`src/rtl/arwt_pkg.sv`:
```
`timescale 1ns / 1ps
`default_nettype none

package arwt_pkg;

    // Fixed field widths; addresses are kept to ADDR_BITS of the 32-bit port fields
    localparam int ADDR_BITS  = 29;
    localparam int KIND_BITS  = 4;
    localparam int SLOT_BITS  = 4;
    localparam int COUNT_BITS = 5;

    // Request opcodes
    localparam logic [1:0] OP_ADD    = 2'd0;
    localparam logic [1:0] OP_DELETE = 2'd1;
    localparam logic [1:0] OP_CHECK  = 2'd2;

    // Result status codes
    localparam logic [1:0] STS_OK   = 2'd0;
    localparam logic [1:0] STS_FULL = 2'd1;
    localparam logic [1:0] STS_BAD  = 2'd2;
    localparam logic [1:0] STS_MISS = 2'd3;

    typedef struct packed {
        logic [1:0]  opcode;
        logic [31:0] range_start;
        logic [31:0] range_end;
        logic [3:0]  kind_mask;
        logic [3:0]  slot_index;
        logic [31:0] access_addr;
        logic [6:0]  access_size;
        logic [3:0]  access_kind;
    } arwt_in_t;

    typedef struct packed {
        logic [1:0] status;
        logic [3:0] slot_out;
        logic [4:0] active_count;
    } arwt_out_t;

    typedef enum logic [1:0] {
        CS_IDLE,
        CS_EXEC,
        CS_SCAN
    } ctrl_state_t;

    // Controller to datapath
    typedef struct packed {
        logic load;
        logic issue;
        logic commit;
    } ctrl_cmd_t;

    // Datapath to controller
    typedef struct packed {
        logic needs_scan;
        logic hit;
        logic last;
    } dp_status_t;

endpackage

`default_nettype wire

```
`src/rtl/arwt_ram.sv`:
```
`timescale 1ns / 1ps
`default_nettype none

module arwt_ram #(
    parameter int WIDTH = 58,
    parameter int DEPTH = 16
) (
    input  wire logic                     clk,
    input  wire logic                     we,
    input  wire logic [$clog2(DEPTH)-1:0] waddr,
    input  wire logic [WIDTH-1:0]         wdata,
    input  wire logic [$clog2(DEPTH)-1:0] raddr,
    output logic      [WIDTH-1:0]         rdata
);

    logic [WIDTH-1:0] mem [DEPTH];
    logic [WIDTH-1:0] rdata_reg;

    // Write port and registered read port
    always_ff @(posedge clk)
    begin
        if (we)
        begin
            mem[waddr] <= wdata;
        end
        rdata_reg <= mem[raddr];
    end

    assign rdata = rdata_reg;

endmodule

`default_nettype wire

```
`src/rtl/arwt_ctrl.sv`:
```
`timescale 1ns / 1ps
`default_nettype none

module arwt_ctrl (
    input  wire logic                 clk,
    input  wire logic                 rst_n,
    input  wire logic                 start,
    input  wire arwt_pkg::dp_status_t sts,
    output arwt_pkg::ctrl_cmd_t       cmd,
    output logic                      busy
);

    arwt_pkg::ctrl_state_t state_reg;
    arwt_pkg::ctrl_state_t state_next;

    // State register
    always_ff @(posedge clk or negedge rst_n)
    begin
        if (!rst_n)
        begin
            state_reg <= arwt_pkg::CS_IDLE;
        end
        else
        begin
            state_reg <= state_next;
        end
    end

    // Next state: scan for check and for add with a nonzero kind mask, single step otherwise
    always_comb
    begin
        state_next = state_reg;
        unique case (state_reg)
            arwt_pkg::CS_IDLE:
            begin
                if (start)
                begin
                    state_next = sts.needs_scan ? arwt_pkg::CS_SCAN : arwt_pkg::CS_EXEC;
                end
            end
            arwt_pkg::CS_EXEC:
            begin
                state_next = arwt_pkg::CS_IDLE;
            end
            arwt_pkg::CS_SCAN:
            begin
                if (sts.hit || sts.last)
                begin
                    state_next = arwt_pkg::CS_IDLE;
                end
            end
            default:
            begin
                state_next = arwt_pkg::CS_IDLE;
            end
        endcase
    end

    // Commands to the datapath
    always_comb
    begin
        cmd  = '0;
        busy = 1'b1;
        unique case (state_reg)
            arwt_pkg::CS_IDLE:
            begin
                busy     = 1'b0;
                cmd.load = start;
            end
            arwt_pkg::CS_EXEC:
            begin
                cmd.commit = 1'b1;
            end
            arwt_pkg::CS_SCAN:
            begin
                cmd.issue  = 1'b1;
                cmd.commit = sts.hit || sts.last;
            end
            default:
            begin
                busy = 1'b1;
            end
        endcase
    end

endmodule

`default_nettype wire

```
`src/rtl/arwt_datapath.sv`:
```
`timescale 1ns / 1ps
`default_nettype none

module arwt_datapath #(
    parameter int TABLE_DEPTH = 16
) (
    input  wire logic                clk,
    input  wire logic                rst_n,
    input  wire arwt_pkg::arwt_in_t  item,
    input  wire arwt_pkg::ctrl_cmd_t cmd,
    output arwt_pkg::dp_status_t     sts,
    output arwt_pkg::arwt_out_t      result,
    output logic                     done
);

    localparam int IDXW = $clog2(TABLE_DEPTH);
    localparam int CW   = $clog2(TABLE_DEPTH + 1);
    localparam int AW   = arwt_pkg::ADDR_BITS;
    localparam int KB   = arwt_pkg::KIND_BITS;

    // Latched request
    logic [1:0]    op_reg;
    logic [KB-1:0] kinds_in_reg;
    logic [AW-1:0] start_in_reg;
    logic [AW-1:0] end_in_reg;
    logic [3:0]    slot_idx_reg;
    logic [AW-1:0] addr_reg;
    logic [AW:0]   lim_reg;
    logic [KB-1:0] akind_reg;

    // Scan pipeline
    logic [CW-1:0]   scan_cnt_reg;
    logic            q_vld_reg;
    logic [IDXW-1:0] q_pos_reg;
    logic [KB-1:0]   q_kind_reg;

    // Table state
    logic [KB-1:0] kinds_reg [TABLE_DEPTH];
    logic [CW-1:0] count_reg;
    logic [CW-1:0] count_next;

    // Result register
    arwt_pkg::arwt_out_t res_reg;
    arwt_pkg::arwt_out_t res_next;
    logic                done_reg;

    logic [2*AW-1:0] rdata;
    logic [AW-1:0]   q_start;
    logic [AW-1:0]   q_end;
    logic            issue_go;
    logic [IDXW-1:0] scan_addr;
    logic            check_hit;
    logic            add_hit;
    logic            hit;
    logic [7:0]      del_ext;
    logic            del_in_range;
    logic [IDXW-1:0] del_pos;
    logic            del_active;
    logic [7:0]      pos_ext;
    logic [7:0]      cnt_ext;
    logic            alloc;
    logic            free;

    // Start and end addresses of each slot
    arwt_ram #(
        .WIDTH (2 * AW),
        .DEPTH (TABLE_DEPTH)
    ) u_entry_ram (
        .clk   (clk),
        .we    (alloc),
        .waddr (q_pos_reg),
        .wdata ({start_in_reg, end_in_reg}),
        .raddr (scan_addr),
        .rdata (rdata)
    );

    assign q_start = rdata[2*AW-1:AW];
    assign q_end   = rdata[AW-1:0];

    // Issue one slot a cycle while the scan lasts
    assign issue_go  = cmd.issue && (scan_cnt_reg < CW'(TABLE_DEPTH));
    assign scan_addr = scan_cnt_reg[IDXW-1:0];

    // Compare stage
    assign check_hit = (|(q_kind_reg & akind_reg)) &&
                       ((AW+1)'(q_start) < lim_reg) &&
                       (q_end >= addr_reg);
    assign add_hit   = (q_kind_reg == '0);
    assign hit       = q_vld_reg && ((op_reg == arwt_pkg::OP_CHECK) ? check_hit : add_hit);

    // Delete target
    assign del_ext      = 8'(slot_idx_reg);
    assign del_in_range = del_ext < 8'(TABLE_DEPTH);
    assign del_pos      = del_ext[IDXW-1:0];
    assign del_active   = del_in_range && (kinds_reg[del_pos] != '0);

    assign pos_ext = 8'(q_pos_reg);

    // Status to the controller
    always_comb
    begin
        sts.needs_scan = (item.opcode == arwt_pkg::OP_CHECK) ||
                         ((item.opcode == arwt_pkg::OP_ADD) && (item.kind_mask[KB-1:0] != '0));
        sts.hit        = hit;
        sts.last       = q_vld_reg && (q_pos_reg == IDXW'(TABLE_DEPTH - 1));
    end

    // Work out the outcome of the transaction
    always_comb
    begin
        alloc    = 1'b0;
        free     = 1'b0;
        res_next = '0;
        unique case (op_reg)
            arwt_pkg::OP_ADD:
            begin
                if (kinds_in_reg == '0)
                begin
                    res_next.status = arwt_pkg::STS_BAD;
                end
                else if (hit)
                begin
                    res_next.status   = arwt_pkg::STS_OK;
                    res_next.slot_out = pos_ext[3:0];
                    alloc             = cmd.commit;
                end
                else
                begin
                    res_next.status = arwt_pkg::STS_FULL;
                end
            end
            arwt_pkg::OP_DELETE:
            begin
                if (!del_in_range)
                begin
                    res_next.status = arwt_pkg::STS_BAD;
                end
                else
                begin
                    res_next.status = arwt_pkg::STS_OK;
                    free            = cmd.commit && del_active;
                end
            end
            arwt_pkg::OP_CHECK:
            begin
                if (hit)
                begin
                    res_next.status   = arwt_pkg::STS_OK;
                    res_next.slot_out = pos_ext[3:0];
                end
                else
                begin
                    res_next.status = arwt_pkg::STS_MISS;
                end
            end
            default:
            begin
                res_next.status = arwt_pkg::STS_BAD;
            end
        endcase
        count_next = count_reg + CW'(alloc) - CW'(free);
        cnt_ext    = 8'(count_next);
        res_next.active_count = cnt_ext[4:0];
    end

    // Hold the request and the scan payload
    always_ff @(posedge clk)
    begin
        if (cmd.load)
        begin
            op_reg       <= item.opcode;
            kinds_in_reg <= item.kind_mask[KB-1:0];
            start_in_reg <= item.range_start[AW-1:0];
            end_in_reg   <= item.range_end[AW-1:0];
            slot_idx_reg <= item.slot_index;
            addr_reg     <= item.access_addr[AW-1:0];
            lim_reg      <= (AW+1)'(item.access_addr[AW-1:0]) + (AW+1)'(item.access_size);
            akind_reg    <= item.access_kind[KB-1:0];
        end
        if (issue_go)
        begin
            q_pos_reg  <= scan_addr;
            q_kind_reg <= kinds_reg[scan_addr];
        end
        if (cmd.commit)
        begin
            res_reg <= res_next;
        end
    end

    // Advance the scan, update the table and raise the strobe
    always_ff @(posedge clk or negedge rst_n)
    begin
        if (!rst_n)
        begin
            scan_cnt_reg <= '0;
            q_vld_reg    <= 1'b0;
            count_reg    <= '0;
            done_reg     <= 1'b0;
            for (int i = 0; i < TABLE_DEPTH; i++)
            begin
                kinds_reg[i] <= '0;
            end
        end
        else
        begin
            if (cmd.load)
            begin
                scan_cnt_reg <= '0;
                q_vld_reg    <= 1'b0;
            end
            else
            begin
                q_vld_reg <= issue_go;
                if (issue_go)
                begin
                    scan_cnt_reg <= scan_cnt_reg + CW'(1);
                end
            end
            if (alloc)
            begin
                kinds_reg[q_pos_reg] <= kinds_in_reg;
            end
            if (free)
            begin
                kinds_reg[del_pos] <= '0;
            end
            if (cmd.commit)
            begin
                count_reg <= count_next;
            end
            done_reg <= cmd.commit;
        end
    end

    assign result = res_reg;
    assign done   = done_reg;

endmodule

`default_nettype wire

```
`src/rtl/address_range_watchpoint_table.sv`:
```
// Channel   Signals                   Transaction taken when
// --------  ------------------------  ------------------------------------
// request   start, busy, item         rising edge with start high, busy low
// result    done, result              rising edge ending the cycle done is high
//
// Delete and rejected requests: no scan; the EXEC state commits the result.
// Add and check scan the slots in order, one per cycle through the entry RAM
// read port and the compare stage, up to the first hit or the last slot; the
// result register then takes the outcome. busy drops as the strobe is raised.
// Reset clears all slots and the active count at once; no clearing pass.
// The receiver cannot stall: done is high for exactly one cycle per result.
`timescale 1ns / 1ps
`default_nettype none

module address_range_watchpoint_table #(
    parameter int TABLE_DEPTH = 16
) (
    input  wire logic               clk,
    input  wire logic               rst_n,
    input  wire logic               start,
    output logic                    busy,
    input  wire arwt_pkg::arwt_in_t item,
    output logic                    done,
    output arwt_pkg::arwt_out_t     result
);

    arwt_pkg::ctrl_cmd_t  cmd;
    arwt_pkg::dp_status_t sts;

    // Sequencing of each transaction
    arwt_ctrl u_ctrl (
        .clk   (clk),
        .rst_n (rst_n),
        .start (start),
        .sts   (sts),
        .cmd   (cmd),
        .busy  (busy)
    );

    // Table storage, scan and result
    arwt_datapath #(
        .TABLE_DEPTH (TABLE_DEPTH)
    ) u_datapath (
        .clk    (clk),
        .rst_n  (rst_n),
        .item   (item),
        .cmd    (cmd),
        .sts    (sts),
        .result (result),
        .done   (done)
    );

endmodule

`default_nettype wire
```
`config.mk`:
```
export PLATFORM = sky130hd
export DESIGN_NAME = address_range_watchpoint_table
export DESIGN_NICKNAME = d
export VERILOG_FILES = /design/src/rtl/arwt_pkg.sv /design/src/rtl/arwt_ram.sv /design/src/rtl/arwt_ctrl.sv /design/src/rtl/arwt_datapath.sv /design/src/rtl/address_range_watchpoint_table.sv
export SDC_FILE = /design/constraint.sdc
export NUM_CORES = 1
export LEC_CHECK = 0
export BUFFER_PORTS_ARGS = -buffer_cell sky130_fd_sc_hd__clkbuf_2
export CELL_PAD_IN_SITES_DETAIL_PLACEMENT = 1
export CELL_PAD_IN_SITES_GLOBAL_PLACEMENT = 1
export CORE_MARGIN = 4
export CORE_UTILIZATION = 59
export CTS_CLUSTER_DIAMETER = 50
export DETAILED_ROUTE_END_ITERATION = 7
export PLACE_DENSITY = 0.85
export SLEW_MARGIN = 20
export SYNTH_ARGS = -nofsm -noshare
export SYNTH_HDL_FRONTEND = slang
export SYNTH_HIERARCHICAL = 1
export SYNTH_SLANG_ARGS = --single-unit
```
`constraint.sdc`:
```
create_clock -name clk -period 17 [get_ports clk]
set_input_delay 0.85 -clock clk [delete_from_list [all_inputs] [get_ports clk]]
set_output_delay 0.85 -clock clk [all_outputs]
set_load 0.1 [all_outputs]
```
==> results of run 1 <==
how the worst min path moves through the flow:
stage,startpoint,slack (ns),end,cells past startpoint
finish,rst_n,0.11,u_datapath/count_reg[3],1
global placement,u_datapath/scan_cnt_reg[4],0.48,u_datapath/scan_cnt_reg[4],2
global route,rst_n,0.20,u_datapath/count_reg[3],1
detailed placement,u_datapath/scan_cnt_reg[4],0.49,u_datapath/scan_cnt_reg[4],2
floorplan,u_datapath/scan_cnt_reg[0],0.46,u_datapath/q_pos_reg[0],0
CTS,item[84],0.26,u_datapath/start_in_reg[1],1
layer usage:
metal / track usage / part of all wire / up-vias
met4: 0.143 / 0.046 / 20
met2: 0.537 / 0.50 / 1854
met3: 0.0887 / 0.10 / 420
li1: - / - / 10300
met5: 0 / 0.0010 / -
met1: 0.407 / 0.35 / 13600
kinds of logic after synthesis:
logic type | share of synthesized area
AO/OA/AOI/OAI | 0.0394
XOR/XNOR | 0.00592
adder cells (fa/ha/maj) | 0.0201
buffers and inverters | 0.0195
flip-flops | 0.749
multiplexers | 0.123
AND/OR/NAND/NOR | 0.0432
layout make-up:
| class | count | area (sq um) |
|---|---|---|
| fill | 6457 | 25700 |
| clock inverter | 73 | 741 |
| multi-input combinational | 1044 | 11100 |
| tap | 1050 | 1310 |
| timing repair buffer | 169 | 1030 |
| sequential | 1214 | 35500 |
| clock buffer | 164 | 3520 |
| inverter | 81 | 309 |
| antenna | 9 | 22.5 |
power by group through the flow:
stage          sequential (uW)  clock [uW]  combinational, uW
2_1_floorplan             3690           0                920
3_3_place_gp              3750           0               1130
3_5_place_dp              3780           0               1210
4_1_cts                   3730        2870               1270
5_1_grt                   3750        3010               1360
6_report                  3730        2850               1290
per-stage QoR:
stage | setup slack [ns] | std cells | power [uW] | instance area, sq um
floorplan | 8.78 | 2449 | 4610 | 47400
global placement | 10.19 | 3555 | 4880 | 49200
detailed placement | 10.02 | 3557 | 4980 | 49200
CTS | 9.78 | 3794 | 7870 | 53500
global route | 9.41 | 3800 | 8120 | 53500
finish | 9.51 | 3804 | 7870 | 53500
cells in the final DEF, fill, tap and decap left out, drive strengths merged, types with 14 or more instances in the layout:
master	netlist	routed
buf	63	47
o21ai	82	82
clkinv	0	43
edfxtp	1078	1078
inv	81	97
clkbuf	46	286
ha	73	73
mux4	255	255
nor4	16	16
xnor2	21	21
a21oi	30	30
nor2	55	55
dfrtp	78	78
nand3	91	91
nand4	14	14
dfxtp	58	58
nand2	165	165
a22oi	117	117
==> results.tsv, run 1 <==
stage	metric	value	unit
timing	finalSetupViolCount	0	
layout	utilization	0.675	
timing	tns	0	ns
yosys	synth-edff-count	1078	
timing	worstMarginPinSlew	1.31	ns
power	p_comb_frac	0.164	
cts	clkTransAtPathRegs	0.06	ns
cts	cts_buffers	130	
detailed_routing	wl_per_cell	35.8	um
yosys	netlist_area	47400	sq um
die	initial_utilization	0.598	
grt	first_global_vias	28200	
setup_path	worstSetupStartpoint	u_datapath/addr_reg[27]	
detailed_routing	drt-total-wl	136	mm
yosys	ys_seq_elements	1214	
power	pwr-share-seq	0.475	
layout	drive_gt1_frac	0.246	
setup_path	reg2reg_from	u_datapath/addr_reg[27]	
power	internal_power	5660	uW
detailed_routing	firstDrtPassIters	5	
die	die_w	291	um
yosys	yosysMostFrequentCell	edfxtp_1	
setup_path	slowest_stage	nor2_4	
run	max_cap_violations	0	
cts	cts_root_buffer	clkbuf_16	
cts	ctsResizeCount	0	
placement	port_buffers	123	
detailed_routing	vias_per_cell	6.90	
setup_path	crit_path_end_kind	flip-flop	
setup_path	cp-start-kind	flip-flop	
timing	min_period	7.49	ns
yosys	synth_top_area_frac	0.683	
layout	largest_reg_flops	928	
cts	clock-sinks	1214	
power	power_frac_clock	0.362	
worst_hold_path	hp-class	input pin to async pin	
cts	h-tree-depth	4	
power	p_leak	0.0181	uW
timing	hold_ws	0.114	ns
die	dieArea	84900	sq um
layout	synthToLayoutAreaGrowth	13.0	%
cts	hold_buffers	0	
die	core_area	79300	sq um
yosys	yosys-top-cells-count	edfxtp_1 (1078), mux4_2 (253), nand2_1 (153)	
timing	hold_viol	0	
setup_path	crit_family	simple AND/OR/NAND/NOR gates	
grt	grt_max_degree	115	
yosys	yosysTopAreaCell	edfxtp_1	
die	num_rows	103	
die	die_h	291	um
power	pwr_density_cell	147	nW/um^2
setup_path	cp_data_arrival_time	7.82	ns
timing	period_share	0.440	
detailed_routing	drc	0	
detailed_routing	dr_total_vias	26200	
cts	cts_setup_buffers	0	
setup_path	worstPathCellList	inv_1 > ha_1 > nand4_1 > nor4_1 > a221oi_1 > o21ai_0 > a221oi_1 > a311o_1 > nand2_1 > o21a_1 > o21a_1 > and2b_1 > nand2_1 > a21oi_1 > nand3_1 > nor2_4 > buf_4	
setup_path	r2r_setup_slack	9.51	ns
status	outcome	complete, no violations	
detailed_routing	first_iter_violations	3720	
timing	drv_slew	0	
grt	grt_pass1_wl	197	mm
grt	track_usage	0.324	
power	p_sw	2200	uW
setup_path	path_class	flip-flop to flip-flop	
cts	cts_buffer_depth	3	
setup_path	required	17.34	ns
setup_path	r2r_end	u_datapath/u_entry_ram/mem[15][14]	
setup_path	crit_cells	17	
timing	slew_headroom	0.105	
yosys	postSynth.asyncResetShare	0.0643	
setup_path	crit_path_end	u_datapath/u_entry_ram/mem[15][14]	
setup_path	reg2regPathDepth	17	
setup_path	crit_buf_inv	2	
grt	overflow	0	
yosys	synth_flop_cell	edfxtp_1	
timing	grt_setup_unrepaired	false	
cts	clk_latency	0.74	ns
yosys	yosysWarnings	6	
setup_path	crit_path_max_incr_delay	0.96	ns
yosys	syn_inst	2449	
timing	skew	0.0345	ns
setup_path	path_max_fanout	38	
cts	cts_tree	done	
power	ir_worst_vdd	0.149	mV
power	swShare	0.280	
detailed_routing	antenna_left	0	
placement	hpwl	69.8	mm
yosys	synth_area_per_cell	19.3	sq um
yosys	synth.area.top_cells	edfxtp_1 (68%), mux4_2 (12%), dfrtp_1 (4.1%)	
yosys	synth.distinct_cells	69	
grt	grt_antenna_before_repair	22	
yosys	synth_fp_nets	2644	
layout	final_nets	2835	
die	ios	133	
timing	fmax	134	MHz
placement	gp_congestion	0.818	
yosys	yosysSeqAreaShare	0.749	
Power figures use the tool's default switching activity.
==> run 2: changes to the inputs <==
--- a/config.mk
+++ b/config.mk
@@ -5,14 +5,15 @@
 export SDC_FILE = /design/constraint.sdc
 export NUM_CORES = 1
 export LEC_CHECK = 0
+export ABC_AREA = 1
 export BUFFER_PORTS_ARGS = -buffer_cell sky130_fd_sc_hd__clkbuf_2
 export CELL_PAD_IN_SITES_DETAIL_PLACEMENT = 1
 export CELL_PAD_IN_SITES_GLOBAL_PLACEMENT = 1
 export CORE_MARGIN = 4
-export CORE_UTILIZATION = 59
+export CORE_UTILIZATION = 45
 export CTS_CLUSTER_DIAMETER = 50
 export DETAILED_ROUTE_END_ITERATION = 7
-export PLACE_DENSITY = 0.85
+export PLACE_DENSITY = 0.76
 export SLEW_MARGIN = 20
 export SYNTH_ARGS = -nofsm -noshare
 export SYNTH_HDL_FRONTEND = slang
==> constraint.sdc (replaced) <==
create_clock -name clk -period 6.75 [get_ports clk]
set_input_delay 0.3375 -clock clk [delete_from_list [all_inputs] [get_ports clk]]
set_output_delay 0.3375 -clock clk [all_outputs]
set_load 0.1 [all_outputs]
==> run 2 against run 1 <==
Count of clock-buffer cells in the layout rose by 28. Power rose to 2.9 times the previous value. Hold slack got worse by 0.065 ns. Routed wire length grew 16%. First-iteration DRC count decreased by 8.7%. Critical endpoint is now u_datapath/count_reg[4]. Highest routed layer unchanged. Core utilization fell by 16 points. Largest power group unchanged.
==> results.tsv, run 2 <==
stage	metric	value	unit	change
power	ir_worst_vdd	0.442	mV	+200%
grt	use_met1	0.325		-0.0816
grt	use_met2	0.434		-0.103
grt	top_usage_layer	met2		
yosys	synth.distinct_cells	39		-43%
layout	final_nets	5720		+100%
setup_path	crit_path_end_kind	flip-flop		
timing	tns	0	ns	unchanged
power	power_frac_clock	0.332		-0.030
die	die_w	354	um	+21%
detailed_routing	dr_total_vias	38600		+47%
setup_path	path_max_fanout	19		-50%
yosys	netlist_area	53700	sq um	+13%
grt	grt_pass1_wl	240	mm	+22%
yosys	yosysMostFrequentCell	nand2_1		
placement	port_buffers	123		unchanged
status	outcome	complete, no violations		
timing	drv_slew	0		unchanged
setup_path	crit_top_cell	nand2_1		
setup_path	cp-start-kind	flip-flop		
timing	period_share	0.847		+0.407
timing	hold_viol	0		unchanged
cts	clk_latency	0.75	ns	about the same
layout	synthToLayoutAreaGrowth	13.9	%	
grt	first_global_vias	41000		+45%
grt	grt_antenna_before_repair	5		-77%
power	pwr-share-seq	0.421		-0.054
placement	dpl_cell_area	55600	sq um	+13%
die	initial_utilization	0.454		-0.143
layout	layout_commonest_cell	nand2_1		
yosys	yosysSeqAreaShare	0.661		-0.0885
timing	min_period	5.72	ns	-1.77 ns
yosys	postSynth.asyncResetShare	0.0643		unchanged
layout	drive_gt1_frac	0.0810		-0.165
worst_hold_path	hp-class	input pin to async pin		
cts	clkTransAtPathRegs	0.06	ns	about the same
yosys	synth_fp_nets	5513		+110%
setup_path	crit_path_max_incr_delay	0.45	ns	-0.51 ns
detailed_routing	wl_per_cell	22.1	um	-38%
yosys	synth_flop_cell	edfxtp_1		
yosys	ys_seq_elements	1214		unchanged
detailed_routing	first_iter_violations	3395		-8.7%
power	p_leak	0.0266	uW	+47%
timing	slew_headroom	0.334		+0.229
timing	finalSetupViolCount	0		unchanged
yosys	synth_area_per_cell	10.1	sq um	-48%
timing	hold_ws	0.0487	ns	-0.0654 ns
setup_path	reg2regPathDepth	28		+11
run	max_cap_violations	0		unchanged
cts	cts_buffer_depth	3		unchanged
detailed_routing	firstDrtPassIters	5		unchanged
placement	hpwl	88.5	mm	+27%
detailed_routing	vias_per_cell	5.38		-22%
cts	cts_root_buffer	clkbuf_16		
detailed_routing	drc	0		unchanged
cts	cts_buffers	146		+12%
layout	stdcell_area	61200	sq um	+14%
layout	fillers	12900		+100%
die	core_area	118000	sq um	+49%
yosys	synth-edff-count	1078		unchanged
cts	h-tree-depth	4		unchanged
yosys	yosys-top-cells-count	nand2_1 (1617), edfxtp_1 (1078), inv_1 (937)		
detailed_routing	drt-total-wl	158	mm	+16%
grt	met3_usage	0.0389		-0.0498
power	finalPower	22500	uW	+190%
yosys	yosysTopAreaCell	edfxtp_1		
yosys	yosysWarnings	6		unchanged
die	die_h	354	um	+21%
yosys	synth_top_area_frac	0.603		-0.0808
power	p_sw	7630	uW	+250%
layout	layout_common_cells	nand2_1 (1617), edfxtp_1 (1078), inv_1 (935)		
power	swShare	0.339		+0.0587
power	p_comb_frac	0.246		+0.082
cts	cts_setup_buffers	0		unchanged
setup_path	required	7.42	ns	-9.92 ns
grt	overflow	0		unchanged
die	dieArea	125000	sq um	+47%
timing	worstMarginPinSlew	0.993	ns	-0.316 ns
setup_path	slowest_stage	a21boi_0		
placement	gp_congestion	0.851		+4.0%
cts	clock-sinks	1214		unchanged
setup_path	cp_data_arrival_time	6.39	ns	-1.43 ns
power	pwr_density_cell	368	nW/um^2	+150%
yosys	syn_inst	5318		+120%
die	num_rows	126		+22%
timing	fmax	175	MHz	+31%
detailed_routing	antenna_left	0		unchanged
power	internal_power	14900	uW	+160%
yosys	synth.area.top_cells	edfxtp_1 (60%), nand2_1 (11%), nand3_1 (7.0%)		
timing	grt_setup_unrepaired	false		
timing	skew	0.0302	ns	-0.00429 ns
grt	track_usage	0.250		-0.0736
cts	cts_tree	done		
setup_path	path_class	flip-flop to flip-flop		
grt	grt_max_degree	216		+88%
die	ios	133		unchanged
layout	largest_reg_flops	928		unchanged
[run 2: metal layers]
layer	up-vias	part of all wire	wire, um
li1	17600	-	-
met1	19500	0.42	65700
met2	1190	0.50	78800
met3	273	0.061	9660
met4	4	0.026	4130
met5	-	0.00017	27
[run 2: worst max-delay path, delay by kind of cell (launching register included)]
family	cells	cell delay (ns)
AO/OA/AOI/OAI	4	0.92
flip-flops	1	0.33
adder cells (fa/ha/maj)	4	1.20
XOR/XNOR	1	0.24
AND/OR/NAND/NOR	12	1.85
buffers and inverters	7	1.09
[run 2: path summary, 6_finish.rpt]
kind	startpoint	end	slack, ns
setup reg to reg	u_datapath/addr_reg[26]	u_datapath/count_reg[4]	1.03
hold / removal	rst_n	u_datapath/done	0.05
max in group asynchronous	rst_n	u_datapath/kinds_reg[31]	5.54
hold reg to reg	u_datapath/count_reg[0]	u_datapath/count_reg[0]	0.51
setup / recovery	u_datapath/addr_reg[26]	u_datapath/count_reg[4]	1.03
min in group clk	item[9]	u_datapath/lim_reg[5]	0.28
[run 2: final cells by class]
cell class,instances,area [sq um],area share
flip-flops and latches,1214,35500,0.580
inverters,942,3570,0.0584
multi-input cells,2939,13400,0.220
diodes,5,12.5,0.000204
clock inverters,71,617,0.0101
clock buffers,192,3930,0.0642
repair buffers,282,2180,0.0357
well taps,1536,1920,0.0314
[run 2: what timing repair did]
| item | 4_1_cts | 5_1_grt |
|---|---|---|
| endpoints found under the hold margin | 131 | 0 |
| resized for setup | 0 | 0 |
| hold buffers | 104 | 0 |
[run 2: stage by stage]
stage	utilization	setup slack [ns]	std cells
floorplan	-	-0.658	5318
global placement	0.470	1.36	6809
CTS	0.517	1.10	7176
global route	0.517	0.592	7176
finish	0.517	1.03	7181
detailed placement	0.470	1.22	6809
[run 2: power groups by stage]
stage	sequential [uW]	clock (uW)	combinational, uW
after global placement	9590	0	5190
after floorplan	9440	0	3970
after global routing	9550	7960	6160
final	9480	7480	5540
after CTS	9480	7610	5530
after detailed placement	9620	0	5390
[run 2: cells by family (layout without fill, tap and decap cells)]
group           Yosys count  in the layout  share of synthesized area
compound gates          189            189                     0.0180
fa+ha+maj                75             75                     0.0177
xor+xnor                 30             30                    0.00489
flops                  1214           1214                      0.661
other cells               0              5                          0
buf+inv                1165           1487                     0.0914
simple gates           2645           2645                      0.207
